<file path="src/gpsnsw_pkg.sv">
// ----------------------------------------------------------------------------
// GPS navigation subframe word conditioner package
// Shared constants and the word parity function for the subframe conditioner.
// ----------------------------------------------------------------------------
`default_nettype none

package gpsnsw_pkg;

  localparam int WORD_W      = 30;
  localparam int DATA_W      = 24;
  localparam int PAR_W       = 6;
  localparam int INDEX_W     = 4;
  localparam int TOW_COUNT_W = 17;
  localparam int TOW_W       = 20;
  localparam int SFID_W      = 3;
  localparam int SVID_W      = 6;
  localparam int PRE_W       = 8;

  localparam logic [INDEX_W-1:0] WORDS_PER_SUBFRAME = 4'd10;
  localparam logic [INDEX_W-1:0] IDX_FIRST          = 4'd1;
  localparam logic [INDEX_W-1:0] IDX_HOW            = 4'd2;
  localparam logic [INDEX_W-1:0] IDX_PAGE           = 4'd3;

  localparam logic [PRE_W-1:0]  PRE_INVERTED = 8'h74;
  localparam logic [PRE_W-1:0]  PRE_UPRIGHT  = 8'h8b;
  localparam logic [SFID_W-1:0] SFID_PAGED   = 3'd4;

  // Data bit masks for parity bits D25 to D30; bit 23 of a mask is D1.
  localparam logic [DATA_W-1:0] PAR_MASK [PAR_W] = '{
    24'hEC7CD2, 24'h763E69, 24'hBB1F34, 24'h5D8F9A, 24'hAEC7CD, 24'h2DEA27
  };

  // Set where the equation is seeded by the previous D30, clear for D29.
  localparam logic [PAR_W-1:0] PAR_SEED_D30 = 6'b010110;

  typedef logic [WORD_W-1:0] word_t;

  function automatic logic [PAR_W-1:0] calc_parity(
    input logic [DATA_W-1:0] data,
    input logic              p29,
    input logic              p30
  );
    logic [PAR_W-1:0] res;
    res = '0;
    for (int k = 0; k < PAR_W; k++) begin
      res[PAR_W-1-k] = ^(data & PAR_MASK[k]) ^ (PAR_SEED_D30[PAR_W-1-k] ? p30 : p29);
    end
    return res;
  endfunction

endpackage

`default_nettype wire

</file>
<file path="src/gps_nav_subframe_word_conditioner.sv">
// ----------------------------------------------------------------------------
// GPS navigation subframe word conditioner
// Polarity resolution, D30 data correction, parity check, HOW field extraction
// and page SV ID extraction for the ten words of a navigation subframe.
// ----------------------------------------------------------------------------
// Each accepted word yields exactly one result word in the next cycle. The
// block takes one word per cycle: the whole correction and parity check is a
// single level of logic from the input port into the result register, and the
// input is ready whenever the result register is empty or being drained.
// Word 1 of a subframe is marked by start_req, or implied when no subframe is
// open or the previous subframe has completed ten words.
`default_nettype none

module gps_nav_subframe_word_conditioner (
  input  wire logic                                  clk,
  input  wire logic                                  rst,
  input  wire logic                                  in_valid,
  output logic                                       in_ready,
  input  wire logic [gpsnsw_pkg::WORD_W-1:0]         nav_word,
  input  wire logic                                  start_req,
  output logic                                       out_valid,
  input  wire logic                                  out_ready,
  output logic [gpsnsw_pkg::WORD_W-1:0]              corrected_word,
  output logic [gpsnsw_pkg::INDEX_W-1:0]             word_index,
  output logic                                       was_inverted,
  output logic                                       is_upright,
  output logic                                       word_parity_ok,
  output logic                                       subframe_parity_ok,
  output logic [gpsnsw_pkg::TOW_W-1:0]               time_of_week,
  output logic [gpsnsw_pkg::SFID_W-1:0]              subframe_id,
  output logic [gpsnsw_pkg::SVID_W-1:0]              page_sv_id,
  output logic                                       last
);

  logic [gpsnsw_pkg::INDEX_W-1:0] word_count;
  logic                           invert_flag;
  logic                           upright_flag;
  logic                           prev_d29;
  logic                           prev_d30;
  logic                           parity_all_ok;
  logic [gpsnsw_pkg::TOW_W-1:0]   tow_hold;
  logic [gpsnsw_pkg::SFID_W-1:0]  sfid_hold;
  logic [gpsnsw_pkg::SVID_W-1:0]  svid_hold;

  logic [gpsnsw_pkg::INDEX_W-1:0]     idx_next;
  logic                               first_word;
  logic                               invert_next;
  logic                               upright_next;
  logic                               p29;
  logic                               p30;
  gpsnsw_pkg::word_t                  w;
  gpsnsw_pkg::word_t                  pdata;
  gpsnsw_pkg::word_t                  corr_next;
  logic                               ok_next;
  logic                               all_ok_next;
  logic [gpsnsw_pkg::TOW_COUNT_W-1:0] tow_count;
  logic [gpsnsw_pkg::TOW_W-1:0]       tow_next;
  logic [gpsnsw_pkg::SFID_W-1:0]      sfid_next;
  logic [gpsnsw_pkg::SVID_W-1:0]      svid_next;
  logic                               accept;

  assign in_ready = !out_valid || out_ready;
  assign accept   = in_valid && in_ready;

  always_comb begin
    first_word = start_req || (word_count == '0) ||
                 (word_count >= gpsnsw_pkg::WORDS_PER_SUBFRAME);
    idx_next   = first_word ? gpsnsw_pkg::IDX_FIRST : word_count + 4'd1;

    if (first_word) begin
      invert_next  = (nav_word[29:22] == gpsnsw_pkg::PRE_INVERTED);
      upright_next = ((invert_next ? ~nav_word[29:22] : nav_word[29:22]) ==
                      gpsnsw_pkg::PRE_UPRIGHT);
      p29          = 1'b0;
      p30          = 1'b0;
    end else begin
      invert_next  = invert_flag;
      upright_next = upright_flag;
      p29          = prev_d29;
      p30          = prev_d30;
    end

    w         = invert_next ? ~nav_word : nav_word;
    pdata     = {w[29:6] ^ {gpsnsw_pkg::DATA_W{p30}}, w[5:0]};
    corr_next = upright_next ? pdata : w;
    ok_next   = (gpsnsw_pkg::calc_parity(pdata[29:6], p29, p30) == w[5:0]);
    all_ok_next = first_word ? ok_next : (parity_all_ok && ok_next);

    tow_count = corr_next[29:13];
    if (first_word) begin
      tow_next  = '0;
      sfid_next = '0;
      svid_next = '0;
    end else if (idx_next == gpsnsw_pkg::IDX_HOW) begin
      tow_next  = {1'b0, tow_count, 2'b00} + {2'b00, tow_count, 1'b0};
      sfid_next = corr_next[10:8];
      svid_next = svid_hold;
    end else if (idx_next == gpsnsw_pkg::IDX_PAGE) begin
      tow_next  = tow_hold;
      sfid_next = sfid_hold;
      svid_next = (sfid_hold >= gpsnsw_pkg::SFID_PAGED) ? corr_next[27:22] : '0;
    end else begin
      tow_next  = tow_hold;
      sfid_next = sfid_hold;
      svid_next = svid_hold;
    end
  end

  always_ff @(posedge clk) begin
    if (rst) begin
      word_count    <= '0;
      invert_flag   <= 1'b0;
      upright_flag  <= 1'b0;
      prev_d29      <= 1'b0;
      prev_d30      <= 1'b0;
      parity_all_ok <= 1'b1;
      tow_hold      <= '0;
      sfid_hold     <= '0;
      svid_hold     <= '0;
      out_valid     <= 1'b0;
    end else begin
      if (accept) begin
        word_count    <= idx_next;
        invert_flag   <= invert_next;
        upright_flag  <= upright_next;
        prev_d29      <= w[1];
        prev_d30      <= w[0];
        parity_all_ok <= all_ok_next;
        tow_hold      <= tow_next;
        sfid_hold     <= sfid_next;
        svid_hold     <= svid_next;
        out_valid     <= 1'b1;
      end else if (out_ready) begin
        out_valid <= 1'b0;
      end
    end
  end

  always_ff @(posedge clk) begin
    if (accept) begin
      corrected_word     <= corr_next;
      word_index         <= idx_next;
      was_inverted       <= invert_next;
      is_upright         <= upright_next;
      word_parity_ok     <= ok_next;
      subframe_parity_ok <= all_ok_next;
      time_of_week       <= tow_next;
      subframe_id        <= sfid_next;
      page_sv_id         <= svid_next;
      last               <= (idx_next == gpsnsw_pkg::WORDS_PER_SUBFRAME);
    end
  end

endmodule

`default_nettype wire
</file>
<file path="config.mk">
export PLATFORM = sky130hd
export DESIGN_NAME = gps_nav_subframe_word_conditioner
export DESIGN_NICKNAME = d
export VERILOG_FILES = /design/src/gpsnsw_pkg.sv /design/src/gps_nav_subframe_word_conditioner.sv
export SDC_FILE = /design/constraint.sdc
export NUM_CORES = 1
export LEC_CHECK = 0
export BUFFER_PORTS_ARGS = -buffer_cell sky130_fd_sc_hd__buf_4
export CORE_MARGIN = 3
export CORE_UTILIZATION = 50
export CTS_CLUSTER_SIZE = 25
export DETAILED_ROUTE_END_ITERATION = 8
export GPL_TIMING_DRIVEN = 0
export PLACE_DENSITY = 0.79
export SLEW_MARGIN = 30
export SYNTH_ARGS = -nofsm -noshare
export SYNTH_HDL_FRONTEND = slang
export SYNTH_SLANG_ARGS = --single-unit
</file>
<file path="constraint.sdc">
create_clock -name clk -period 6 [get_ports clk]
set_clock_uncertainty 0.2 [all_clocks]
set_input_delay 0.3 -clock clk [delete_from_list [all_inputs] [get_ports clk]]
set_output_delay 0.3 -clock clk [all_outputs]
set_load 0.02 [all_outputs]
</file>
==> results.sh <==
export IMPL_cp_arrival_ns=4.82
export IMPL_holdPathStages=2
export IMPL_ys_ff_latch=107
export IMPL_fin_crit_ns=4.94
export IMPL_instances_no_fill=993
export IMPL_grt_pass1_wl_mm=27.4
export IMPL_synth_cell_area_um2=6580
export IMPL_rsz0062_at_grt="no"
export IMPL_synth_fp_nets=747
export IMPL_drv_slew=0
export IMPL_p_sw_share_pct=29.1
export IMPL_die_h_um=121
export IMPL_first_pass_iters=6
export IMPL_port_buffers=97
export IMPL_ant_nets=0
export IMPL_cp_required_ns=5.88
export IMPL_combPwrFrac_pct=24.7
export IMPL_drt_iter0_drc=548
export IMPL_first_global_vias=5158
export IMPL_synth_ff_type="edfxtp_1"
export IMPL_power_density_nw_per_um2=241
export IMPL_cts_htree_levels=3
export IMPL_fin_crit_sh_pct=82.3
export IMPL_cp_start_kind="primary input"
export IMPL_slew_headroom_pct=42.5
export IMPL_dieWidth_um=121
export IMPL_grt_usage_pct=24.2
export IMPL_drive_gt1_share_pct=17.4
export IMPL_pin_count=105
export IMPL_clockRootBuffer="clkbuf_16"
export IMPL_synth_largest_area_cell="edfxtp_1"
export IMPL_nets=859
export IMPL_power_uw=1910
export IMPL_grt_max_degree=32
export IMPL_num_vias=5706
export IMPL_clk_latency_ns=0.36
export IMPL_yosysUniqueCellTypes=73
export IMPL_power_switching_uw=555
export IMPL_antenna_found_initial=0
export IMPL_final_core_util_pct=62.1
export IMPL_area_delta_synth_final_pct=20.1
export IMPL_clk_pin_slew_ns=0.07
export IMPL_diodes=0
export IMPL_worstHoldPathType="in -> reg"
export IMPL_cts_tree="built"
export IMPL_clkPwrFrac_pct=32.0
export IMPL_p_seq_share_pct=43.3
export IMPL_p_leak_uw=0.00296
export IMPL_internal_power_uw=1350
export IMPL_coreArea_um2=12700
export IMPL_gp_congestion=0.982
export IMPL_ys_seq_area_share_pct=42.9
export IMPL_hold_viol=0
export IMPL_cts_made_buffers=9
export IMPL_setup_tns_ns=0
export IMPL_drc=0
export IMPL_cts_sinks=107
export IMPL_routed_wl_mm=17.2
export IMPL_yosysTopAreaCellShare_pct=31.0
export IMPL_cp_max_fo=10
export IMPL_synthTopCellsByArea="edfxtp_1, dfxtp_1, xnor2_1"
export IMPL_syn_instance_count=704
export IMPL_placedCellCount=976
export IMPL_grt_overflow=0
export IMPL_clk_path_buf_depth=2
export IMPL_post_dp_hpwl_mm=13.1
export IMPL_async_flop_share_pct=0
export IMPL_initial_core_util_pct=51.7
export IMPL_r2r_cells=16
export IMPL_synth_most_common_cell="nand2_1"
export IMPL_setup_violations=0
export IMPL_tightestPinTransition_ns=0.855
export IMPL_nFillCells=1087
export IMPL_cap_viol_max_count=0
export IMPL_synth_avg_cell_area_um2=9.35
export IMPL_hold_slack_ns=0.0615
export IMPL_yosys_warnings=0
export IMPL_cp_end_kind="flip-flop"
export IMPL_routed_via_density=5.75
export IMPL_dieArea_um2=14600
export IMPL_synth_edf_count=68
export IMPL_outcome="completed"
export IMPL_wl_per_cell_um=17.4
export IMPL_num_rows=41
export IMPL_peakVddDrop_uv=162
export IMPL_synth_commonest_cells="nand2_1, edfxtp_1, xnor2_1, a21oi_1, dfxtp_1"
export IMPL_worstSetupPathType="in -> reg"
export IMPL_fmax_mhz=203
export IMPL_post_cts_buffers=0
[logic make-up (layout without fill, tap and decap cells)]
kind of cell,after synthesis,count (layout),share of synthesized area [%]
AND/OR/NAND/NOR,231,231,16.8
AO/OA/AOI/OAI,171,171,17.1
flip-flops,107,107,42.9
XOR/XNOR,97,97,14.8
buffers and inverters,79,196,5.17
multiplexers,11,11,1.67
adder cells (fa/ha/maj),8,8,1.52
[registers in the layout, summed over array words and instances (netlist names)]
| name | flops |
|---|---|
| corrected_word | 30 |
| time_of_week | 20 |
| tow_hold | 20 |
| page_sv_id | 6 |
| svid_hold | 6 |
| word_count | 4 |
| word_index | 4 |
| sfid_hold | 3 |
| subframe_id | 3 |
| invert_flag | 1 |
| is_upright | 1 |
| last | 1 |
| out_valid | 1 |
| parity_all_ok | 1 |
| prev_d29 | 1 |
| prev_d30 | 1 |
| subframe_parity_ok | 1 |
| upright_flag | 1 |
| was_inverted | 1 |
| word_parity_ok | 1 |
[per-layer routing]
metal / wire length (um) / global-route usage (%)
met5: 0 / 0
met4: 517 / 9.07
met3: 1330 / 5.43
met2: 7930 / 37.0
met1: 7470 / 33.7
[worst max-delay path, cell delays in order]
cell,delay [ns]
buf_4,0.12
clkbuf_1,0.39
inv_1,0.22
ha_1,0.27
nand4_1,0.16
a31oi_1,0.12
a22oi_1,0.58
buf_2,0.38
buf_2,0.33
xnor2_1,0.26
and2_1,0.19
ha_1,0.28
nand2_1,0.15
a221oi_2,0.46
o21ai_0,0.27
mux2i_1,0.23
a31oi_1,0.11
[layout by cell type, fill, tap and decap left out, types with 5 or more instances in the layout]
master,synthesis,layout
nand2_1,98,98
buf_4,0,98
xnor2_1,68,68
edfxtp_1,68,68
a21oi_1,57,57
dfxtp_1,39,39
nor2_1,38,38
clkbuf_1,37,37
o21ai_0,37,37
nand3_1,25,25
inv_1,21,21
xor2_1,20,20
nor3_1,15,15
buf_2,10,11
mux2i_1,11,11
clkbuf_16,0,9
nand2b_1,8,8
xnor3_1,8,8
ha_1,8,8
a31oi_1,7,7
and2_1,7,7
a211oi_1,7,7
nand4_1,6,6
a22oi_1,6,6
buf_1,7,6
or3_1,6,6
and3_1,5,5
o22ai_1,5,5
a221oi_1,5,5
[metrics by stage]
step | cell area [um^2] | setup WS [ns]
2_1_floorplan | 6580 | 1.95
3_3_place_gp | 7530 | 0.438
3_5_place_dp | 7580 | 0.823
4_1_cts | 7900 | 1.18
5_1_grt | 7900 | 0.733
6_report | 7900 | 1.06
[timing repair]
item | in CTS | in global routing
hold buffers | 1 | 0
resized for setup | 0 | 0
endpoints found under the hold margin | 1 | 0
[final timing paths]
| path | from | endpoint | slack, ns |
|---|---|---|---|
| max | nav_word[22] | time_of_week[14] | 1.06 |
| min reg2reg | sfid_hold[0] | sfid_hold[0] | 0.26 |
| min | nav_word[4] | corrected_word[4] | 0.06 |
| max reg2reg | word_count[0] | time_of_week[14] | 1.20 |
[power by group through the flow]
| stage | clock network, uW | registers, uW | logic, uW |
|---|---|---|---|
| 2_1_floorplan | 0 | 878 | 290 |
| 3_3_place_gp | 0 | 845 | 451 |
| 3_5_place_dp | 0 | 842 | 463 |
| 4_1_cts | 621 | 826 | 467 |
| 5_1_grt | 651 | 828 | 505 |
| 6_report | 611 | 825 | 470 |
[cell type report]
class                           count  area, um^2  area share (%)
Buffer                             57         259            3.28
Clock buffer                       10         239            3.02
Clock inverter                      6        71.3           0.902
Inverter                           22        82.6            1.04
Multi-Input combinational cell    518        3420            43.3
Sequential cell                   107        2820            35.7
Tap cell                          172         215            2.72
Timing Repair Buffer              101         793            10.0
Power figures use the tool's default switching activity.
